[src/rtl/pcp_ram.sv]
// Generic single-write, single-read RAM with registered read data.
// No dependencies.
module pcp_ram #(
    parameter int WIDTH = 32,
    parameter int DEPTH = 64
) (
    input  logic                                  clk,
    input  logic                                  we,
    input  logic [(DEPTH > 1 ? $clog2(DEPTH) : 1)-1:0] waddr,
    input  logic [WIDTH-1:0]                      wdata,
    input  logic                                  re,
    input  logic [(DEPTH > 1 ? $clog2(DEPTH) : 1)-1:0] raddr,
    output logic [WIDTH-1:0]                      rdata
);

    logic [WIDTH-1:0] mem [DEPTH];
    logic [WIDTH-1:0] rdata_reg;

    always_ff @(posedge clk)
    begin
        if (we)
        begin
            mem[waddr] <= wdata;
        end
        if (re)
        begin
            rdata_reg <= mem[raddr];
        end
    end

    assign rdata = rdata_reg;

endmodule

[config.mk]
export PLATFORM = sky130hd
export DESIGN_NAME = pcp_ram
export DESIGN_NICKNAME = d
export VERILOG_FILES = /design/src/rtl/pcp_ram.sv
export SDC_FILE = /design/constraint.sdc
export NUM_CORES = 2
export LEC_CHECK = 0
export BUFFER_PORTS_ARGS = -buffer_cell sky130_fd_sc_hd__buf_2
export CORE_UTILIZATION = 45
export DETAILED_ROUTE_END_ITERATION = 7
export MAX_ROUTING_LAYER = met4
export SETUP_SLACK_MARGIN = 0.2
export SKIP_LAST_GASP = 1
export SLEW_MARGIN = 0
export SYNTH_ARGS = -nofsm -noshare
export SYNTH_HDL_FRONTEND = slang
export SYNTH_SLANG_ARGS = --single-unit
[constraint.sdc]
create_clock -name clk -period 8.55 [get_ports clk]
set_clock_uncertainty 0.05 [all_clocks]
set_input_delay 0.855 -clock clk [delete_from_list [all_inputs] [get_ports clk]]
set_output_delay 0.855 -clock clk [all_outputs]
set_load 0.05 [all_outputs]
# Yosys cells after proc, flatten, opt, wreduce, memory -nomap -nowiden
# Memories as Yosys holds them, arrays and structs flattened. A register that Yosys moved wholly into a read port is not among the register bits.
# Cells that the tools add are included.
# classes
muxes	2
# op_table
op	n
$mux W1	2
# totals
reg_bits	0
mem_bits_rw	2048
input_bits	47
wordCells	3
memories	1
# mem_list
memory	depth	word_bits	rd	rd_ports_with_merged_regs	write_ports	line_no	rtl
mem	64	32	1	1	1	16	logic [WIDTH-1:0] mem [DEPTH];

# Longest topological paths before layout
# logic_depth
word_depth	2
ltp_mapped	10

# Least setup slack after synthesis
# OpenSTA, ideal clock, no wires.
# synth_timing
path_type	input port to flip-flop
start	input port waddr[3] in the netlist's numbering
end	memory mem[48][0] (enable)
arrival_ns	3.554
setup_slack_ns	4.485
stages	4
path_buffers	1
cell_sequence	clkbuf_1 > nor2b_1 > nand4b_1 > nor3_1
# synth_rtl
item	line_no	rtl
start, declared	9	input logic [(DEPTH > 1 ? $clog2(DEPTH) : 1)-1:0] waddr,
end, declared	16	
# No word-level cell before the write port.

==> metrics.cfg <==
[critical_path]
cp_max_fo = 55
crit_slowest_cell = a311oi_1
cpPeakStageDelay_ns = 1.22
r2r_setup_slack_ns = 5.80
cp-end-kind = flop
path_cells = buf_8, buf_12, buf_4, mux4_2, nor2b_1, a21oi_1, a311oi_1, nor3_1
reg2reg_depth = 5
critPathKind = primary input to flop
cp.depth = 8
path_delay_family = buffers and inverters
reg2reg_from = mem[31][17]
crit_buf_inv = 3
critPathLaunchType = primary input
worstPathRequired_ns = 9.02
arrival_ns = 4.62
r2r-end = rdata[17]

[cts]
cts.sinks = 2080
cts_setup_buffers = 0
cts_tree = yes
clk_pin_slew_worst_paths_ns = 0.06
clockBufferDepth = 3
cts_made_buffers = 202
cts-resized-gates = 0
htree_levels = 4
cts_hold_buf = 0
insertion_delay_ns = 0.83
root_buffer = clkbuf_16

[die]
die_area_sq_um = 177000
rows = 153
die_h_um = 421
initial_utilization_pct = 45.3
ios = 79
core_sq_um = 174000
die_w_um = 421

[timing]
max_freq_ghz = 0.241
rsz0062_at_grt = false
hold_viol = 0
tightest_slew_ns = 1.52
timing.hold.ws_ns = 0.647
post-route-min-period_ns = 4.15
finalSetupTns_ns = 0
slew_headroom_pct = -1.78
setup_viol = 0
fin_crit_sh_pct = 48.6
slew_viol_final = 2

[detailed_routing]
routed_wl_um = 207000
drt_iter0_drc = 4760
wl_per_cell_um = 34.2
vias_per_cell = 6.13
drtPass1Iterations = 6
vias = 37119
drc = 0
ant_nets = 0

[cells_and_area]
largest_register_ffs = 2048
fill_cells = 13416
synthToLayoutAreaGrowth_pct = 13.0
final_cell_mix = edfxtp_1 (2080), mux4_2 (544), clkbuf_16 (207)
drive_gt1_share_pct = 29.0
layout_commonest_cell = edfxtp_1
fin_nets = 3603

[logic_synthesis]
syn-instance-count = 3324
synth.yosys.seq_area_share_pct = 79.2
syn_area_sq_um = 78800
synth_seq_cells = 2080
syn_nets = 3371
syn_avg_cell_area_sq_um = 23.7
ys_types = 33
synth_warnings = 0

[run_status]
violations = max-capacitance violations, max-slew violations
outcome = complete, but fails checks

[global_route]
grtUsageTotal_pct = 24.4
grt_pass1_wl_um = 289000
grt_max_degree = 88
grt-ovfl-total = 0
antenna_found_initial = 17
grt_pass1_vias = 37115

[placed_design]
io_buffers = 78
dpl.hpwl_um = 107000
gp_congestion = 0.827

[hold_path]
whs_path_depth = 2
whs_endpoint = mem[37][8]
hold_class = primary input to flop
min_from = wdata[8]

[power]
p_leak_nw = 27.5
cellPowerDensity_nw_per_um2 = 235
peakVddDrop_mv = 0.187

[job]
drv_cap = 1

[layout make-up]
type / count / area, sq um / area share (%)
clock buffers: 264 / 5390 / 6.06
clock inverters: 102 / 797 / 0.895
flip-flops and latches: 2080 / 62500 / 70.1
multi-input cells: 1062 / 16000 / 17.9
diodes: 8 / 20.0 / 0.0225
repair buffers: 210 / 1530 / 1.72
well taps: 2325 / 2910 / 3.27
[report_power, final]
part | total [mW] | switching, mW | internal [mW]
Sequential | 11.4 | 0.0366 | 11.3
Combinational | 1.12 | 0.751 | 0.369
Clock | 8.50 | 3.72 | 4.78
Total | 21.0 | 4.51 | 16.5
[worst reg2reg max path: cells and delay by family (launching register included)]
family / cells / cell delay (ns)
muxes: 1 / 0.47
and+or+nand+nor: 2 / 0.29
AOI/OAI and AO/OA: 2 / 1.27
DFF: 1 / 0.36
[through the flow]
stage | area (sq um) | cells | util (%) | setup slack (ns) | power, mW
floorplan | 78800 | 3324 | - | 4.49 | 12.1
global placement | 82900 | 5677 | 47.6 | 3.54 | 12.7
CTS | 89100 | 6043 | 51.2 | 4.44 | 21.1
finish | 89100 | 6051 | 51.2 | 4.40 | 21.0
detailed placement | 82900 | 5677 | 47.6 | 3.55 | 12.7
global route | 89100 | 6047 | 51.2 | 4.28 | 21.5
[metal layers]
layer | routed length (um) | global-route usage, % | share of wire [%]
met1 | 85400 | 34.6 | 41
met2 | 97900 | 36.6 | 47
met3 | 17900 | 4.45 | 8.7
met4 | 5460 | 6.67 | 2.6
met5 | 0 | - | 0
[Yosys cell counts]
| library cell | count | area, sq um |
|---|---|---|
| edfxtp_1 | 2080 | 62500 |
| mux4_2 | 544 | 12300 |
| nor2_1 | 137 | 514 |
| mux2i_1 | 93 | 931 |
| o22ai_1 | 84 | 526 |
| clkbuf_1 | 74 | 278 |
| a21oi_1 | 62 | 310 |
| buf_2 | 57 | 285 |
| o221ai_1 | 27 | 236 |
| nand2_1 | 26 | 97.6 |
| buf_4 | 25 | 188 |
| buf_1 | 21 | 78.8 |
| nor2b_1 | 15 | 93.8 |
| a22oi_1 | 12 | 90.1 |
| a311oi_1 | 8 | 70.1 |
| nand2b_1 | 8 | 50.1 |
| nor3_1 | 7 | 35.0 |
| buf_6 | 5 | 56.3 |
| nand3_1 | 5 | 25.0 |
| nand3b_1 | 5 | 37.5 |
| a41o_1 | 4 | 40.0 |
| and3_1 | 4 | 25.0 |
| o32ai_1 | 4 | 35.0 |
| or3_1 | 3 | 18.8 |
| or3b_2 | 3 | 26.3 |
| and2_1 | 2 | 12.5 |
| nand4_1 | 2 | 12.5 |
| or3b_1 | 2 | 17.5 |
| a31oi_1 | 1 | 6.26 |
| nand4b_1 | 1 | 8.76 |
| or2_0 | 1 | 6.26 |
| or2_1 | 1 | 6.26 |
| or2_2 | 1 | 6.26 |
[cells by family (layout without fill, tap and decap cells)]
logic type / Yosys count / count (layout) / share of synthesized area (%)
other cells: 0 / 8 / 0
simple gates: 223 / 223 / 1.26
flops: 2080 / 2080 / 79.2
mux: 637 / 637 / 16.7
buf+inv: 182 / 576 / 1.12
compound gates: 202 / 202 / 1.67
[worst max-delay path by stage]
stage                   from         end  slack (ns)
floorplan           waddr[3]  mem[48][0]        4.49
global placement    raddr[0]   rdata[17]        3.54
detailed placement  raddr[0]   rdata[17]        3.55
CTS                 raddr[0]   rdata[17]        4.44
global route        raddr[0]   rdata[17]        4.28
finish              raddr[0]   rdata[17]        4.40
No activity file was read; power rests on OpenSTA's default activity.
