==> config.mk <==
export PLATFORM = sky130hd
export DESIGN_NAME = pcp_ctrl
export DESIGN_NICKNAME = d
export VERILOG_FILES = /design/src/rtl/pcp_pkg.sv /design/src/rtl/pcp_ctrl.sv
export SDC_FILE = /design/constraint.sdc
export NUM_CORES = 1
export LEC_CHECK = 0
export BUFFER_PORTS_ARGS = -buffer_cell sky130_fd_sc_hd__clkbuf_2
export CORE_MARGIN = 2
export CORE_UTILIZATION = 50
export CTS_CLUSTER_DIAMETER = 120
export DETAILED_ROUTE_END_ITERATION = 10
export GPL_TIMING_DRIVEN = 0
export HOLD_SLACK_MARGIN = 0.08
export PLACE_DENSITY = 0.84
export SYNTH_ARGS = -nofsm -noshare
export SYNTH_HDL_FRONTEND = slang
export SYNTH_SLANG_ARGS = --single-unit
==> constraint.sdc <==
create_clock -name clk -period 5.05 [get_ports clk]
set_clock_uncertainty 0.05 [all_clocks]
set_input_delay 1.01 -clock clk [delete_from_list [all_inputs] [get_ports clk]]
set_output_delay 1.01 -clock clk [all_outputs]
set_load 0.1 [all_outputs]
==> src/rtl/pcp_pkg.sv <==
// Shared types and constants of the point-capsule pushout block.
// No dependencies; used by the controller, datapath and top level.
package pcp_pkg;

    localparam logic OP_LOAD  = 1'b0;
    localparam logic OP_QUERY = 1'b1;

    // register select is byte address bit 2
    localparam logic REG_COUNT  = 1'b0;
    localparam logic REG_RADIUS = 1'b1;

    localparam logic [6:0]  COUNT_RST  = 7'd0;
    localparam logic [19:0] RADIUS_RST = 20'd12452;

    localparam int ROW_W   = 192;
    localparam int ACC_W   = 69;
    localparam int DEN_W   = 67;
    localparam int NUMER_W = 50;
    localparam int RAD_W   = 56;
    localparam int ROOT_W  = 28;

    localparam logic [5:0]  H_STEPS  = 6'd16;
    localparam logic [5:0]  M_STEPS  = 6'd50;
    localparam logic [4:0]  SQ_STEPS = 5'd28;
    localparam logic [16:0] H_ONE    = 17'd65536;

    typedef enum logic [2:0] {
        PH_DEN  = 3'd0,
        PH_NUM  = 3'd1,
        PH_Q    = 3'd2,
        PH_DIST = 3'd3,
        PH_MAG  = 3'd4
    } phase_t;

    typedef struct packed {
        logic       init;
        logic       row;
        logic       mul;
        logic       acc;
        logic       pend;
        logic       hset;
        logic       wb;
        logic       out_load;
        phase_t     phase;
        logic [1:0] k;
    } dp_cmd_t;

    typedef struct packed {
        logic h_div;
        logic slot_hit;
        logic dist_zero;
        logic div_busy;
        logic sqrt_busy;
    } dp_stat_t;

    function automatic logic [31:0] sat32(input logic signed [51:0] v);
        logic [31:0] r;
        if (v > 52'sd2147483647)
            r = 32'h7fff_ffff;
        else if (v < -52'sd2147483648)
            r = 32'h8000_0000;
        else
            r = v[31:0];
        return r;
    endfunction

endpackage

==> src/rtl/pcp_ctrl.sv <==
// Controller: walks the slots of a query and sequences the datapath.
// Depends on pcp_pkg; drives pcp_datapath and the table read port.
module pcp_ctrl
    import pcp_pkg::*;
#(
    parameter int MAX_CAPSULES = 64
) (
    input  logic     clk,
    input  logic     rst_n,
    input  logic     in_valid,
    input  logic     in_query,
    output logic     in_ready,
    input  logic     out_ready,
    output logic     out_valid,
    input  logic [$clog2(MAX_CAPSULES+1)-1:0] count_lim,
    input  dp_stat_t st,
    output dp_cmd_t  cmd,
    output logic     rd_en,
    output logic [(MAX_CAPSULES > 1 ? $clog2(MAX_CAPSULES) : 1)-1:0] rd_addr
);

    localparam int AW = MAX_CAPSULES > 1 ? $clog2(MAX_CAPSULES) : 1;
    localparam int CW = $clog2(MAX_CAPSULES + 1);

    typedef enum logic [9:0] {
        S_IDLE  = 10'b0000000001,
        S_CHECK = 10'b0000000010,
        S_ROW   = 10'b0000000100,
        S_MUL   = 10'b0000001000,
        S_ACC   = 10'b0000010000,
        S_PEND  = 10'b0000100000,
        S_DIV   = 10'b0001000000,
        S_SQRT  = 10'b0010000000,
        S_WB    = 10'b0100000000,
        S_DONE  = 10'b1000000000
    } state_t;

    state_t        state_reg, state_next;
    phase_t        phase_reg, phase_next;
    logic [1:0]    k_reg, k_next;
    logic [CW-1:0] slot_reg, slot_next;
    logic          out_valid_reg, out_valid_next;

    always_comb
    begin
        state_next   = state_reg;
        phase_next   = phase_reg;
        k_next       = k_reg;
        slot_next    = slot_reg;
        cmd          = '0;
        cmd.phase    = phase_reg;
        cmd.k        = k_reg;
        rd_en        = 1'b0;
        case (state_reg)
            S_IDLE:
            begin
                if (in_valid && in_query)
                begin
                    cmd.init   = 1'b1;
                    slot_next  = '0;
                    state_next = S_CHECK;
                end
            end
            S_CHECK:
            begin
                if (slot_reg == count_lim)
                begin
                    state_next = S_DONE;
                end
                else
                begin
                    rd_en      = 1'b1;
                    state_next = S_ROW;
                end
            end
            S_ROW:
            begin
                cmd.row    = 1'b1;
                phase_next = PH_DEN;
                k_next     = 2'd0;
                state_next = S_MUL;
            end
            S_MUL:
            begin
                cmd.mul    = 1'b1;
                state_next = S_ACC;
            end
            S_ACC:
            begin
                cmd.acc = 1'b1;
                if (phase_reg == PH_MAG)
                begin
                    state_next = S_DIV;
                end
                else if (k_reg == 2'd2)
                begin
                    k_next     = 2'd0;
                    state_next = S_PEND;
                end
                else
                begin
                    k_next     = k_reg + 2'd1;
                    state_next = S_MUL;
                end
            end
            S_PEND:
            begin
                cmd.pend = 1'b1;
                case (phase_reg)
                    PH_DEN:
                    begin
                        phase_next = PH_NUM;
                        state_next = S_MUL;
                    end
                    PH_NUM:
                    begin
                        if (st.h_div)
                        begin
                            state_next = S_DIV;
                        end
                        else
                        begin
                            phase_next = PH_Q;
                            state_next = S_MUL;
                        end
                    end
                    PH_Q:
                    begin
                        phase_next = PH_DIST;
                        state_next = S_MUL;
                    end
                    PH_DIST:
                    begin
                        if (st.slot_hit && !st.dist_zero)
                        begin
                            state_next = S_SQRT;
                        end
                        else
                        begin
                            slot_next  = slot_reg + CW'(1);
                            state_next = S_CHECK;
                        end
                    end
                    default:
                    begin
                        state_next = S_CHECK;
                    end
                endcase
            end
            S_DIV:
            begin
                if (!st.div_busy)
                begin
                    if (phase_reg == PH_NUM)
                    begin
                        cmd.hset   = 1'b1;
                        phase_next = PH_Q;
                        k_next     = 2'd0;
                        state_next = S_MUL;
                    end
                    else
                    begin
                        state_next = S_WB;
                    end
                end
            end
            S_SQRT:
            begin
                if (!st.sqrt_busy)
                begin
                    phase_next = PH_MAG;
                    k_next     = 2'd0;
                    state_next = S_MUL;
                end
            end
            S_WB:
            begin
                cmd.wb = 1'b1;
                if (k_reg == 2'd2)
                begin
                    slot_next  = slot_reg + CW'(1);
                    state_next = S_CHECK;
                end
                else
                begin
                    k_next     = k_reg + 2'd1;
                    state_next = S_MUL;
                end
            end
            S_DONE:
            begin
                if (!out_valid_reg || out_ready)
                begin
                    cmd.out_load = 1'b1;
                    state_next   = S_IDLE;
                end
            end
            default:
            begin
                state_next = S_IDLE;
            end
        endcase
    end

    always_comb
    begin
        if (cmd.out_load)
            out_valid_next = 1'b1;
        else if (out_ready)
            out_valid_next = 1'b0;
        else
            out_valid_next = out_valid_reg;
    end

    always_ff @(posedge clk or negedge rst_n)
    begin
        if (!rst_n)
        begin
            state_reg     <= S_IDLE;
            phase_reg     <= PH_DEN;
            k_reg         <= '0;
            slot_reg      <= '0;
            out_valid_reg <= 1'b0;
        end
        else
        begin
            state_reg     <= state_next;
            phase_reg     <= phase_next;
            k_reg         <= k_next;
            slot_reg      <= slot_next;
            out_valid_reg <= out_valid_next;
        end
    end

    assign in_ready  = (state_reg == S_IDLE);
    assign out_valid = out_valid_reg;
    assign rd_addr   = slot_reg[AW-1:0];

endmodule

* After elaboration in Yosys (flattened, before gate mapping)
Cells that the tools add are included.
** Storage, ports and cells
- Input port bits :: 17
- Register bits :: 23
** Operators by class
- $add $sub $neg :: 2
- Mux-type cells :: 47
- Equality and inequality tests :: 28
- Reduce and logical (&&, ||, !) cells :: 15
** Operators with widths (count)
- one-hot mux 10 bit (10 select lines) :: 1
- two-way mux 10 bit :: 5
- two-way mux 7 bit :: 6
- one-hot mux 10 bit (3 select lines) :: 1
- one-hot mux 7 bit (3 select lines) :: 1
- two-way mux 1 bit :: 16
- inequality test 2 bit, second input constant :: 8
- two-way mux 2 bit :: 6
- two-way mux 3 bit :: 4
- one-hot mux 3 bit (4 select lines) :: 1
- AND reduction 6 bit :: 2
- equality test 10 x 1 -> 1 bit, second input constant :: 1
- equality test 10 bit, second input constant :: 1
- equality test 10 x 2 -> 1 bit, second input constant :: 1
- equality test 10 x 3 -> 1 bit, second input constant :: 1
- equality test 10 x 4 -> 1 bit, second input constant :: 1
- equality test 10 x 5 -> 1 bit, second input constant :: 1
- equality test 10 x 6 -> 1 bit, second input constant :: 1
- equality test 10 x 7 -> 1 bit, second input constant :: 1
- equality test 10 x 8 -> 1 bit, second input constant :: 1
- equality test 10 x 9 -> 1 bit, second input constant :: 1
- one-hot mux 2 bit (5 select lines) :: 1
- two-way mux 9 bit :: 1
- one-hot mux 3 bit (3 select lines) :: 1
- 24 further kinds :: 28

* Longest topological paths before layout
- Word-level depth :: 5
- Depth in mapped cells :: 8
- Gate-level depth less buffers :: 7

* Worst setup path before layout
No wires, ideal clock.
- Kind :: flip-flop to output port
- From :: register state_reg[1]
- To :: output port cmd[7] (netlist name)
- Required time :: 3.990 ns
- Arrival :: 3.822 ns
- Setup slack :: 0.168 ns
- Path buffers :: 0
- Cell stages (with the launch flop) :: 6
- Cell sequence :: dfrtp_1 > or4_4 > or2_1 > nor3_1 > nand2_1 > nor3b_1
** RTL lines
- from (decl) :: line pcp_ctrl.sv:38 : state_t state_reg, state_next;
- from (signal assigned) :: line pcp_ctrl.sv:227 : state_reg <= state_next;
- to (decl) :: line pcp_ctrl.sv:17 : output dp_cmd_t cmd,

==> impl_metrics.tcl <==
set metrics [dict create \
    status "complete, no violations" \
    synthDistinctLibCells 52 \
    gr-total-overflow 0 \
    synth_compound_area_frac 0.196 \
    ys_warn_count 0 \
    drive_above_1_share 0.278 \
    ys_ff_latch 23 \
    antenna_found_initial 0 \
    synth_fp_nets 213 \
    post-place-ws_ps 1600 \
    power_frac_comb 0.517 \
    synth_edf_count 0 \
    netlist_top_cells_area "dfrtp_1, o21ai_0, buf_4, nand2_1, ha_1" \
    netlist_area_sq_mm 0.00171 \
    grt_first_pass_wirelength_mm 6.66 \
    die_h_um 62.6 \
    cts_tree "done" \
    num_vias 1617 \
    n_antenna_cell 0 \
    fillers 324 \
    leakagePower_nw 0.956 \
    p_seq_frac 0.345 \
    hold_viol 0 \
    regToRegEndpoint "k_reg[0]" \
    p_switching_mw 0.332 \
    hold_class "reg2reg" \
    netlist_instances 192 \
    route.detailed.drc 0 \
    detail-route-antenna-nets 0 \
    cts_sinks 23 \
    cts_resized 0 \
    clk_pin_slew_ps 130 \
    synth-simple-area-share 0.300 \
    min_from "slot_reg[6]" \
    die_w_um 62.6 \
    grt_pass1_vias 1461 \
    cts_setup_buffers 0 \
    yosysSeqAreaShare 0.336 \
    initial_core_util 0.518 \
    cts_buffer_depth 2 \
    muxShareOfSynthArea 0.0182 \
    p_int_mw 0.321 \
    core_area_sq_mm 0.00331 \
    io_pins 39 \
    whs_path_depth 1 \
    drtIter0Drc 83 \
    rows 21 \
    dieArea_sq_mm 0.00391 \
    cp-start-kind "flip-flop" \
    wire_per_inst_um 13.8 \
    grt_setup_unrepaired "false" \
    multiInputGateArea_sq_mm 0.00102 \
    place_area_sq_mm 0.00196 \
    synth-xor-area-share 0.0511 \
    fin_util 0.601 \
    reg2reg_depth 6 \
    synth_top_cell_by_area "dfrtp_1" \
    setup_viol 0 \
    path_class "reg2out" \
    switching_share 0.509 \
    fin_crit_ps 3840 \
    slew_violations 0 \
    largest_reg_flops 10 \
    via_per_inst 5.78 \
    power.density_mw_per_mm2 328 \
    clockPowerShare 0.138 \
    layout.nets 256 \
    cts_max_level 1 \
    ir_drop_mv 0.265 \
    io_buffers 38 \
    dr.pass1.iters 4 \
    max_freq_mhz 261 \
    reg2reg_from "state_reg[1]" \
    clk_latency_ps 320 \
    ff_latch_area_sq_um 577 \
    grt_max_degree 24 \
    final_area_sq_mm 0.00199 \
    worstSetupEndpointType "output pin" \
    hold_buffers 0 \
    max-slew-margin-rel 0.411 \
    synth.avg_cell_area_sq_um 8.93 \
    synth_top_area_frac 0.321 \
    worstPathMaxFanout 8 \
    cp.required_ps 3990 \
    worst_slew_pin_slew_ps 876 \
    root_buffer "clkbuf_4" \
    synth-async-reset-ratio 1.00 \
    synth_ff_type "dfrtp_1" \
    crit_arrival_ps 2780 \
    wirelength_mm 3.86 \
    rrSetupSlack_ps 2570 \
    dp_hpwl_mm 3.05 \
    numCtsBuffers 3 \
    setup-tns-final_ps 0 \
    synthAdderAreaFrac 0.0292 \
    fin_crit_sh 0.760 \
    cap_violations 0 \
    synth_top_family_by_area "simple AND/OR/NAND/NOR gates" \
    setup_slack_ps 1210 \
    grtUsageTotal 0.210 \
    area_growth_pct 16.1 \
    place_congestion 0.899 \
    whs_endpoint "slot_reg[6]" \
]
[metrics by stage]
| stage | std cells | power, mW | hold WS [ps] |
|---|---|---|---|
| 3_3_place_gp | 276 | 0.561 | 440 |
| 6_report | 280 | 0.653 | 471 |
| 5_1_grt | 280 | 0.690 | 494 |
| 2_1_floorplan | 192 | 0.502 | 416 |
| 3_5_place_dp | 276 | 0.565 | 449 |
| 4_1_cts | 280 | 0.654 | 467 |
[final cells by class]
cell class                      count  area share
Sequential cell                    23       0.290
Inverter                            6      0.0113
Buffer                             15      0.0478
Tap cell                           46      0.0289
Multi-Input combinational cell    148       0.513
Clock inverter                      1     0.00252
Clock buffer                        3      0.0113
Timing Repair Buffer               38      0.0956
[worst max-delay path: stages, from the launching register on]
cell	delay, ps
dfrtp_1	480
or4_4	610
or2_1	330
nor3_1	210
nand2_1	150
nor3b_1	190
clkbuf_2	480
[power groups by stage]
stage                     combinational [mW]  clock [mW]  sequential [mW]
after CTS                              0.338      0.0908            0.225
final                                  0.338      0.0899            0.225
after floorplan                        0.221           0            0.281
after global routing                   0.363      0.0977            0.229
after detailed placement               0.337           0            0.228
after global placement                 0.333           0            0.228
[routing by layer]
layer  routed length, um  up-vias  GRT usage
met1                1730      765      0.283
met5                   0        -          0
met4                  44        0     0.0583
met3                 199        5     0.0270
li1                    -      793          -
met2                1890       54      0.353
[how the worst max path moves through the flow]
stage	to	startpoint	depth (start not counted)	slack (ps)
after floorplan	cmd[7]	state_reg[1]	5	170
after global routing	cmd[7]	state_reg[1]	6	1120
final	cmd[7]	state_reg[1]	6	1210
after detailed placement	cmd[7]	state_reg[1]	6	1600
after global placement	cmd[7]	state_reg[1]	6	1600
after CTS	cmd[7]	state_reg[1]	6	1220
[cells by family (layout without fill, tap and decap cells)]
group	count (synthesis)	in the layout
buffers and inverters	21	63
AOI/OAI and AO/OA	45	45
adders and majority gates	4	4
and+or+nand+nor	86	86
xor gates and xnor gates	10	10
muxes	3	3
DFF	23	23
[cells in the final DEF, fill, tap and decap left out, drive strengths merged, types with 2 or more instances in the layout]
master,instances
a21o,2
a21oi,5
a22oi,3
a31o,2
a31oi,2
and2,2
and3,6
buf,10
clkbuf,46
dfrtp,22
ha,4
inv,6
mux2i,2
nand2,14
nand2b,4
nand3,8
nand4,5
nor2,10
nor2b,6
nor3,8
nor3b,3
nor4,6
o211ai,4
o21ai,16
o31ai,5
or2,3
or3,3
or3b,2
or4,2
or4b,3
xnor2,5
xor2,5
[Yosys cell counts (3+ instances only)]
| master | number |
|---|---|
| and3_1 | 6 |
| nand2b_1 | 4 |
| nand2_1 | 14 |
| nor2b_1 | 6 |
| nand4_1 | 5 |
| nor3_1 | 8 |
| nor2_1 | 10 |
| o21ai_0 | 16 |
| or3_1 | 3 |
| xor2_1 | 5 |
| buf_4 | 8 |
| inv_1 | 6 |
| xnor2_1 | 5 |
| o31ai_1 | 4 |
| clkbuf_1 | 5 |
| dfrtp_1 | 22 |
| o211ai_1 | 3 |
| nor4_1 | 3 |
| nand3_1 | 8 |
| nor3b_1 | 3 |
| ha_1 | 4 |
| a22oi_1 | 3 |
| a21oi_1 | 5 |
Note: power is estimated with default switching activity, not from simulation.
